$ cat config.mk
export PLATFORM = sky130hd
export DESIGN_NAME = throttle_shift_scheduler
export DESIGN_NICKNAME = d
export VERILOG_FILES = /design/src/sv/tss_pkg.sv /design/src/sv/tss_front.sv /design/src/sv/tss_queue.sv /design/src/sv/tss_back.sv /design/src/sv/throttle_shift_scheduler.sv
export SDC_FILE = /design/constraint.sdc
export NUM_CORES = 2
export LEC_CHECK = 0
export BUFFER_PORTS_ARGS = -buffer_cell sky130_fd_sc_hd__buf_2
export CAP_MARGIN = 20
export CORE_UTILIZATION = 50
export CTS_CLUSTER_DIAMETER = 40
export DETAILED_ROUTE_END_ITERATION = 8
export PLACE_DENSITY = 0.77
export SLEW_MARGIN = 20
export SYNTH_ARGS = -nofsm -noshare
export SYNTH_HDL_FRONTEND = slang
export SYNTH_SLANG_ARGS = --single-unit
$ cat constraint.sdc
create_clock -name clk -period 7.9 [get_ports clk]
set_clock_uncertainty 0.15 [all_clocks]
set_input_delay 1.58 -clock clk [delete_from_list [all_inputs] [get_ports clk]]
set_output_delay 1.58 -clock clk [all_outputs]
set_load 0.02 [all_outputs]
$ cat src/sv/tss_pkg.sv
// Shared types and constants of the throttle shift scheduler.
// No dependencies; the front, queue, back and top-level files import this package.
package tss_pkg;

    localparam int TS_W        = 32;
    localparam int THR_W       = 17;
    localparam int RPM_W       = 16;
    localparam int COEF_W      = 24;
    localparam int NUM_COEF    = 8;
    localparam int CFG_IDX_W   = 3;
    localparam int IN_TDATA_W  = 72;
    localparam int OUT_TDATA_W = 8;
    localparam int CMD_W       = 2;

    localparam int FRAC_W  = 16;
    localparam int T2_W    = 18;
    localparam int T3_W    = 20;
    localparam int MUL_A_W = COEF_W + 1;
    localparam int MUL_B_W = T3_W + 1;
    localparam int PROD_W  = MUL_A_W + MUL_B_W;
    localparam int ACC_W   = 32;
    localparam int SPEED_W = RPM_W + 8;

    localparam int STEP_W    = 4;
    localparam int LAST_STEP = 8;

    localparam int QUEUE_DEPTH = 2;

    localparam int unsigned SHIFT_LATENCY_DEF = 1000;

    // coefficient register indexes
    localparam logic [CFG_IDX_W-1:0] REG_UP_C0 = 3'd0;
    localparam logic [CFG_IDX_W-1:0] REG_UP_C1 = 3'd1;
    localparam logic [CFG_IDX_W-1:0] REG_UP_C2 = 3'd2;
    localparam logic [CFG_IDX_W-1:0] REG_UP_C3 = 3'd3;
    localparam logic [CFG_IDX_W-1:0] REG_DN_C0 = 3'd4;
    localparam logic [CFG_IDX_W-1:0] REG_DN_C1 = 3'd5;
    localparam logic [CFG_IDX_W-1:0] REG_DN_C2 = 3'd6;
    localparam logic [CFG_IDX_W-1:0] REG_DN_C3 = 3'd7;

    typedef logic [NUM_COEF-1:0][COEF_W-1:0] coef_bank_t;

    typedef struct packed {
        logic [TS_W-1:0]  timestamp;
        logic [THR_W-1:0] throttle;
        logic [RPM_W-1:0] engine_speed;
    } item_t;

    typedef struct packed {
        logic  valid;
        item_t item;
    } item_beat_t;

    typedef struct packed {
        logic full;
        logic not_empty;
    } queue_status_t;

    typedef enum logic [CMD_W-1:0] {
        CMD_NONE = 2'd0,
        CMD_UP   = 2'd1,
        CMD_DOWN = 2'd2
    } cmd_t;

    typedef enum logic [1:0] {
        BK_IDLE,
        BK_CALC,
        BK_DONE
    } back_state_t;

endpackage

$ cat src/sv/tss_front.sv
// Front end of the shift scheduler: input beat register and field unpacking.
// Depends on tss_pkg; feeds tss_queue.
module tss_front (
    input  logic                           clk,
    input  logic                           rst_n,
    input  logic                           s_tvalid,
    output logic                           s_tready,
    input  logic [tss_pkg::IN_TDATA_W-1:0] s_tdata,
    input  tss_pkg::queue_status_t         q_status,
    output tss_pkg::item_beat_t            push
);
    import tss_pkg::*;

    logic  valid_reg;
    logic  valid_next;
    item_t item_reg;
    logic  accept;
    logic  drain;

    assign drain    = valid_reg && !q_status.full;
    assign s_tready = !valid_reg || drain;
    assign accept   = s_tvalid && s_tready;

    assign valid_next = accept || (valid_reg && !drain);

    assign push.valid = drain;
    assign push.item  = item_reg;

    always_ff @(posedge clk or negedge rst_n)
    begin
        if (!rst_n)
        begin
            valid_reg <= 1'b0;
        end
        else
        begin
            valid_reg <= valid_next;
        end
    end

    // unpack: timestamp lowest, then throttle, then engine speed
    always_ff @(posedge clk)
    begin
        if (accept)
        begin
            item_reg.timestamp    <= s_tdata[TS_W-1:0];
            item_reg.throttle     <= s_tdata[TS_W+THR_W-1:TS_W];
            item_reg.engine_speed <= s_tdata[TS_W+THR_W+RPM_W-1:TS_W+THR_W];
        end
    end

endmodule

$ cat src/sv/tss_queue.sv
// Short item queue between front and back end of the shift scheduler.
// Depends on tss_pkg.
module tss_queue (
    input  logic                   clk,
    input  logic                   rst_n,
    input  tss_pkg::item_beat_t    push,
    input  logic                   pop,
    output tss_pkg::item_t         head,
    output tss_pkg::queue_status_t status
);
    import tss_pkg::*;

    localparam int PTR_W = $clog2(QUEUE_DEPTH);
    localparam int CNT_W = $clog2(QUEUE_DEPTH + 1);

    item_t            mem [QUEUE_DEPTH];
    logic [PTR_W-1:0] wr_ptr_reg;
    logic [PTR_W-1:0] rd_ptr_reg;
    logic [CNT_W-1:0] count_reg;
    logic             do_push;
    logic             do_pop;

    assign status.full      = (count_reg == CNT_W'(QUEUE_DEPTH));
    assign status.not_empty = (count_reg != '0);
    assign do_push          = push.valid && !status.full;
    assign do_pop           = pop && status.not_empty;
    assign head             = mem[rd_ptr_reg];

    always_ff @(posedge clk or negedge rst_n)
    begin
        if (!rst_n)
        begin
            wr_ptr_reg <= '0;
            rd_ptr_reg <= '0;
            count_reg  <= '0;
        end
        else
        begin
            if (do_push)
            begin
                wr_ptr_reg <= (wr_ptr_reg == PTR_W'(QUEUE_DEPTH - 1)) ? '0 : wr_ptr_reg + 1'b1;
            end
            if (do_pop)
            begin
                rd_ptr_reg <= (rd_ptr_reg == PTR_W'(QUEUE_DEPTH - 1)) ? '0 : rd_ptr_reg + 1'b1;
            end
            if (do_push && !do_pop)
            begin
                count_reg <= count_reg + 1'b1;
            end
            else if (do_pop && !do_push)
            begin
                count_reg <= count_reg - 1'b1;
            end
        end
    end

    always_ff @(posedge clk)
    begin
        if (do_push)
        begin
            mem[wr_ptr_reg] <= push.item;
        end
    end

endmodule

$ cat src/sv/tss_back.sv
// Back end of the shift scheduler: Horner-free polynomial evaluation on one
// shared multiplier, latency window check and output register. Uses tss_pkg.
module tss_back #(
    parameter int unsigned SHIFT_LATENCY = tss_pkg::SHIFT_LATENCY_DEF
) (
    input  logic                    clk,
    input  logic                    rst_n,
    input  tss_pkg::coef_bank_t     coeff,
    input  tss_pkg::queue_status_t  q_status,
    input  tss_pkg::item_t          head,
    output logic                    pop,
    output logic                    m_tvalid,
    input  logic                    m_tready,
    output tss_pkg::cmd_t           cmd
);
    import tss_pkg::*;

    back_state_t              state_reg;
    back_state_t              state_next;
    logic [STEP_W-1:0]        step_reg;
    item_t                    item_reg;
    logic signed [PROD_W-1:0] prod_reg;
    logic [T2_W-1:0]          t2_reg;
    logic [T3_W-1:0]          t3_reg;
    logic signed [ACC_W-1:0]  acc_up_reg;
    logic signed [ACC_W-1:0]  acc_dn_reg;
    logic [TS_W-1:0]          last_shift_reg;
    logic                     out_valid_reg;
    cmd_t                     out_cmd_reg;

    logic signed [MUL_A_W-1:0] mul_a;
    logic signed [MUL_B_W-1:0] mul_b;
    logic signed [PROD_W-1:0]  prod_next;
    logic signed [ACC_W-1:0]   term;
    logic signed [ACC_W-1:0]   speed;
    logic [TS_W-1:0]           age;
    logic                      out_free;
    logic                      fire;
    cmd_t                      decision;

    function automatic logic signed [MUL_A_W-1:0] coef_op(input logic [COEF_W-1:0] c);
        coef_op = $signed({c[COEF_W-1], c});
    endfunction

    function automatic logic signed [ACC_W-1:0] coef_acc(input logic [COEF_W-1:0] c);
        coef_acc = ACC_W'($signed(c));
    endfunction

    // operand select per step; in BK_CALC the product lands in prod_reg in the following cycle
    always_comb
    begin
        mul_a = '0;
        mul_b = '0;
        case (step_reg)
            4'd0:
            begin
                mul_a = $signed(MUL_A_W'(item_reg.throttle));
                mul_b = $signed(MUL_B_W'(item_reg.throttle));
            end
            4'd1:
            begin
                mul_a = $signed(MUL_A_W'(item_reg.throttle));
                mul_b = $signed(MUL_B_W'(prod_reg[FRAC_W+T2_W-1:FRAC_W]));
            end
            4'd2:
            begin
                mul_a = coef_op(coeff[REG_UP_C1]);
                mul_b = $signed(MUL_B_W'(item_reg.throttle));
            end
            4'd3:
            begin
                mul_a = coef_op(coeff[REG_UP_C2]);
                mul_b = $signed(MUL_B_W'(t2_reg));
            end
            4'd4:
            begin
                mul_a = coef_op(coeff[REG_UP_C3]);
                mul_b = $signed(MUL_B_W'(t3_reg));
            end
            4'd5:
            begin
                mul_a = coef_op(coeff[REG_DN_C1]);
                mul_b = $signed(MUL_B_W'(item_reg.throttle));
            end
            4'd6:
            begin
                mul_a = coef_op(coeff[REG_DN_C2]);
                mul_b = $signed(MUL_B_W'(t2_reg));
            end
            4'd7:
            begin
                mul_a = coef_op(coeff[REG_DN_C3]);
                mul_b = $signed(MUL_B_W'(t3_reg));
            end
            default:
            begin
                mul_a = '0;
                mul_b = '0;
            end
        endcase
    end

    assign prod_next = mul_a * mul_b;
    // floor division by 65536 of a signed product
    assign term      = ACC_W'(prod_reg >>> FRAC_W);

    assign speed = $signed(ACC_W'({item_reg.engine_speed, 8'd0}));
    assign age   = item_reg.timestamp - last_shift_reg;

    always_comb
    begin
        decision = CMD_NONE;
        if (age >= TS_W'(SHIFT_LATENCY))
        begin
            if (speed > acc_up_reg)
            begin
                decision = CMD_UP;
            end
            else if (speed < acc_dn_reg)
            begin
                decision = CMD_DOWN;
            end
        end
    end

    assign out_free = !out_valid_reg || m_tready;

    // next state
    always_comb
    begin
        state_next = state_reg;
        case (state_reg)
            BK_IDLE:
            begin
                if (q_status.not_empty)
                begin
                    state_next = BK_CALC;
                end
            end
            BK_CALC:
            begin
                if (step_reg == STEP_W'(LAST_STEP))
                begin
                    state_next = BK_DONE;
                end
            end
            BK_DONE:
            begin
                if (out_free)
                begin
                    state_next = BK_IDLE;
                end
            end
            default:
            begin
                state_next = BK_IDLE;
            end
        endcase
    end

    // state outputs
    always_comb
    begin
        pop  = 1'b0;
        fire = 1'b0;
        case (state_reg)
            BK_IDLE: pop  = q_status.not_empty;
            BK_CALC: pop  = 1'b0;
            BK_DONE: fire = out_free;
            default:
            begin
                pop  = 1'b0;
                fire = 1'b0;
            end
        endcase
    end

    always_ff @(posedge clk or negedge rst_n)
    begin
        if (!rst_n)
        begin
            state_reg      <= BK_IDLE;
            step_reg       <= '0;
            last_shift_reg <= '0;
            out_valid_reg  <= 1'b0;
        end
        else
        begin
            state_reg <= state_next;
            if (pop)
            begin
                step_reg <= '0;
            end
            else if (state_reg == BK_CALC)
            begin
                step_reg <= step_reg + 1'b1;
            end
            if (fire)
            begin
                out_valid_reg <= 1'b1;
                if (decision != CMD_NONE)
                begin
                    last_shift_reg <= item_reg.timestamp;
                end
            end
            else if (m_tready)
            begin
                out_valid_reg <= 1'b0;
            end
        end
    end

    always_ff @(posedge clk)
    begin
        if (pop)
        begin
            item_reg   <= head;
            acc_up_reg <= coef_acc(coeff[REG_UP_C0]);
            acc_dn_reg <= coef_acc(coeff[REG_DN_C0]);
        end
        if (state_reg == BK_CALC)
        begin
            prod_reg <= prod_next;
            case (step_reg)
                4'd1:    t2_reg <= prod_reg[FRAC_W+T2_W-1:FRAC_W];
                4'd2:    t3_reg <= prod_reg[FRAC_W+T3_W-1:FRAC_W];
                4'd3,
                4'd4,
                4'd5:    acc_up_reg <= acc_up_reg + term;
                4'd6,
                4'd7,
                4'd8:    acc_dn_reg <= acc_dn_reg + term;
                default: ;
            endcase
        end
        if (fire)
        begin
            out_cmd_reg <= decision;
        end
    end

    assign m_tvalid = out_valid_reg;
    assign cmd      = out_cmd_reg;

endmodule

$ cat src/sv/throttle_shift_scheduler.sv
// Top level of the throttle shift scheduler: coefficient registers and the
// front end, queue and back end. Depends on tss_pkg, tss_front, tss_queue, tss_back.
//
// Each input beat carries a timestamp, a throttle position (Q1.16, full at
// 65536, larger values used as given) and the engine speed in rpm. The block
// evaluates the up-shift and down-shift threshold cubics in throttle with
// eight passes through a single 25x21-bit signed multiplier, then commands
// an up-shift when rpm*256 is above the up threshold, else a down-shift when
// below the down threshold, but only once SHIFT_LATENCY ticks (modular) have
// passed since the last commanded shift. Exactly one result beat comes out
// per input beat, in order. The back end takes one item at a time: it picks
// the item from the queue, runs nine calculation steps that issue the eight
// products and add the last one into its threshold, then decides, waiting
// while the output is stalled, and only then takes the next item from the queue.
// The input register plus a two-deep queue hold up to three items while the
// back end works or the output is stalled. Write the eight coefficient
// registers only while the block is idle; they reset to zero.
module throttle_shift_scheduler #(
    parameter int unsigned SHIFT_LATENCY = tss_pkg::SHIFT_LATENCY_DEF
) (
    input  logic                            clk,
    input  logic                            rst_n,
    // coefficient write port
    input  logic                            cfg_we,
    input  logic [tss_pkg::CFG_IDX_W-1:0]   cfg_index,
    input  logic [tss_pkg::COEF_W-1:0]      cfg_data,
    // input stream
    input  logic                            s_tvalid,
    output logic                            s_tready,
    // s_tdata: timestamp[31:0], throttle[48:32], engine_speed[64:49], zero pad
    input  logic [tss_pkg::IN_TDATA_W-1:0]  s_tdata,
    // result stream
    output logic                            m_tvalid,
    input  logic                            m_tready,
    // m_tdata: shift_command[1:0], zero pad
    output logic [tss_pkg::OUT_TDATA_W-1:0] m_tdata
);
    import tss_pkg::*;

    coef_bank_t    coeff_reg;
    item_beat_t    push;
    queue_status_t q_status;
    item_t         head;
    logic          pop;
    cmd_t          cmd;

    // coefficient bank: every index of the 3-bit port maps to a register
    always_ff @(posedge clk or negedge rst_n)
    begin
        if (!rst_n)
        begin
            coeff_reg <= '0;
        end
        else if (cfg_we)
        begin
            coeff_reg[cfg_index] <= cfg_data;
        end
    end

    // front: register and unpack the incoming beat
    tss_front u_front (
        .clk      (clk),
        .rst_n    (rst_n),
        .s_tvalid (s_tvalid),
        .s_tready (s_tready),
        .s_tdata  (s_tdata),
        .q_status (q_status),
        .push     (push)
    );

    // decouple front and back so either side can stall on its own
    tss_queue u_queue (
        .clk    (clk),
        .rst_n  (rst_n),
        .push   (push),
        .pop    (pop),
        .head   (head),
        .status (q_status)
    );

    // back: evaluate thresholds, apply latency window, hold the result
    tss_back #(
        .SHIFT_LATENCY (SHIFT_LATENCY)
    ) u_back (
        .clk      (clk),
        .rst_n    (rst_n),
        .coeff    (coeff_reg),
        .q_status (q_status),
        .head     (head),
        .pop      (pop),
        .m_tvalid (m_tvalid),
        .m_tready (m_tready),
        .cmd      (cmd)
    );

    assign m_tdata = {(OUT_TDATA_W - CMD_W)'(0), cmd};

endmodule

==> metrics.md <==
| Metric | Value |
|---|---|
| CP required | `8.09 ns` |
| Crit-path leading delay family | `adder cells` |
| Maxcap violations | `0` |
| Worst min path class | `register to register` |
| CTS Buf Count | `86` |
| Row cnt | `111` |
| Pin slew with the least headroom to its limit | `0.930 ns` |
| RePlAce Congestion | `0.940` |
| Failing checks | `negative setup slack` |
| CP bufs+invs | `9` |
| Pins over their slew limit | `0` |
| Max H-tree Level | `3` |
| CP Class | `register to register` |
| Routed Antenna Nets | `0` |
| Area grow syn2layout | `19.0%` |
| Synth cell count leaders | `inv_1 (574), fa_1 (498), nand2_1 (414)` |
| Finished Cell Area | `0.0550 sq mm` |
| Vias in the first global route | `34900` |
| Yosys cell types | `87` |
| Port Buffers | `100` |
| Vias | `33500` |
| CP max-delay cell | `fa_2` |
| Grt ovf | `0` |
| First-pass GRT wire length | `188000 um` |
| Drt pass-1 iters | `8` |
| Layout Nets | `5436` |
| Critical path endpoint category | `register` |
| Syn Inst Count | `4150` |
| Top-count cell post-synth | `inv_1` |
| Clock Path Buffers | `3` |
| Largest area contributor in the netlist | `fa_1` |
| Post-DR wirelength/cell | `20.3 um` |
| Root Driver | `clkbuf_16` |
| Worst Setup Start Kind | `register` |
| Slew headroom | `38.0%` |
| Initial Util | `50.4%` |
| DR iter-0 viols | `2702` |
| Asr flop ratio synth | `37.5%` |
| Final Util | `60.0%` |
| Hold Buf Count CTS | `0` |
| IO Pins | `114` |
| CTS tree | `built` |
| Final WL | `119000 um` |
| Max stage delay on crit path | `0.57 ns` |
| Die ar. | `0.0937 sq mm` |
| Fin crit period | `8.51 ns` |
| Drt via density | `5.72` |
| Ys Warns | `0` |
| Share of cells above drive strength 1 | `25.1%` |
| Fin crit share | `108%` |
| Synth top area cells | `fa_1 (22%), edfxtp_1 (21%), dfrtp_1 (13%), ha_1 (6.7%), mux2_2 (6.3%)` |
| Max reg flops | `192` |
| Die X | `306 um` |
| Hold Fails Final Rpt | `0` |
| Post-Place Cell Area | `0.0509 sq mm` |
| GRT Util Overall | `25.6%` |
| Final HPWL DP | `89000 um` |
| Finish-stage setup viols | `26` |
| RSZ-0062 raised after global routing | `yes` |
| Pin count of the biggest net entering global routing | `113` |
| Worst setup margin | `-0.614 ns` |
| Post-synth EDFFs | `330` |
| Status | `complete, but fails checks` |
| Clock-pin slew on the worst setup and hold paths | `0.06 ns` |
| Clock sink count | `630` |
| CORE AREA | `0.0917 sq mm` |
| Die height | `306 um` |
| Sequential share of the synthesized area | `37.0%` |
| Post-synthesis area per instance | `11.1 sq um` |
| Primary FF master, synth | `edfxtp_1` |
| Synth top area share | `21.6%` |
| Critical path data arrival time | `8.70 ns` |
| Initial antenna violation count | `5` |
| Drt drc | `0` |
| Crit-path max FO | `7` |
| Clk_lat worst skew | `0.64 ns` |
| FMAX | `117 MHz` |
| Post-Syn Area | `0.0462 sq mm` |
| #FFs+latches synth | `630` |
[cell type report]
| cell class | count | area (sq um) |
|---|---|---|
| multi-input combinational | 2776 | 27200 |
| antenna | 8 | 20.0 |
| sequential | 630 | 17100 |
| timing repair buffer | 518 | 4070 |
| inverter | 575 | 2170 |
| tap | 1186 | 1480 |
| clock inverter | 69 | 759 |
| clock buffer | 93 | 2180 |
| fill | 6905 | 36700 |
[per-layer routing]
metal,track usage [%],part of all wire [%]
met1,33.0,39
met2,43.2,49
met3,4.25,7.8
met4,9.81,4.1
met5,0,0.0059
[path summary, 6_finish.rpt]
path / from / slack (ns) / endpoint / cells past startpoint
worst max-delay path: u_back.step_reg[1]$_DFFE_PN0P_ / -0.61 / u_back.prod_reg[37]$_DFFE_PP_ / 33
max in group asynchronous: rst_n / 5.21 / u_back.step_reg[0]$_DFFE_PN0P_ / 2
worst min-delay path: u_front.push[0]$_DFFE_PP_ / 0.29 / u_queue.mem[1][0]$_DFFE_PP_ / 0
worst max register to register: u_back.step_reg[1]$_DFFE_PN0P_ / -0.61 / u_back.prod_reg[37]$_DFFE_PP_ / 33
worst min register to register: u_front.push[0]$_DFFE_PP_ / 0.29 / u_queue.mem[1][0]$_DFFE_PP_ / 0
min in group asynchronous: rst_n / 0.85 / u_back.last_shift_reg[16]$_DFFE_PN0P_ / 1
[worst reg2reg max path: cells and delay by family (launching register included)]
kind,cells,cell delay (ns)
xor+xnor,1,0.14
simple gates,3,0.45
fa+ha+maj,9,3.68
flops,1,0.46
buf+inv,9,0.82
compound gates,11,2.49
[logic make-up (layout without fill, tap and decap cells)]
kind of cell,count (synthesis),after routing,synth area share [%]
flops,630,630,37.0
compound gates,618,618,9.37
mux,304,304,7.60
other cells,1,14,0.00811
buf+inv,749,1255,6.19
simple gates,1014,1014,9.92
xor+xnor,89,89,1.69
fa+ha+maj,745,745,28.3
[cells in the final DEF, fill, tap and decap left out, drive strengths merged, types with 39 or more instances in the layout]
master  count
inv       595
buf       517
fa        498
nand2     414
edfxtp    330
nor2      290
mux2      289
ha        247
dfrtp     236
a21oi     137
clkbuf     93
o21ai      84
a21o       68
dfxtp      64
xnor2      60
a31oi      50
a22oi      48
nand3      47
nor3       43
and2       39
[stage by stage]
step                setup WS (ns)  hold WS [ns]  cells  TNS (ns)
global placement           -0.527         0.272   5650     -6.73
finish                     -0.614         0.286   5855     -8.85
global route               -0.788         0.282   5849    -14.94
CTS                        -0.502         0.277   5834     -6.68
floorplan                 -0.0562         0.271   4155    -0.131
detailed placement         -0.614         0.280   5650     -9.14
[what timing repair did]
item / in CTS / in global routing
setup buffers: 23 / 15
pin swaps: 71 / 87
gates cloned: 1 / 0
resized for setup: 105 / 100
endpoints found under the setup margin: 27 / 27
Power is not shown: default switching activity piles up to over one toggle a cycle in this logic, so the estimate is an artifact.
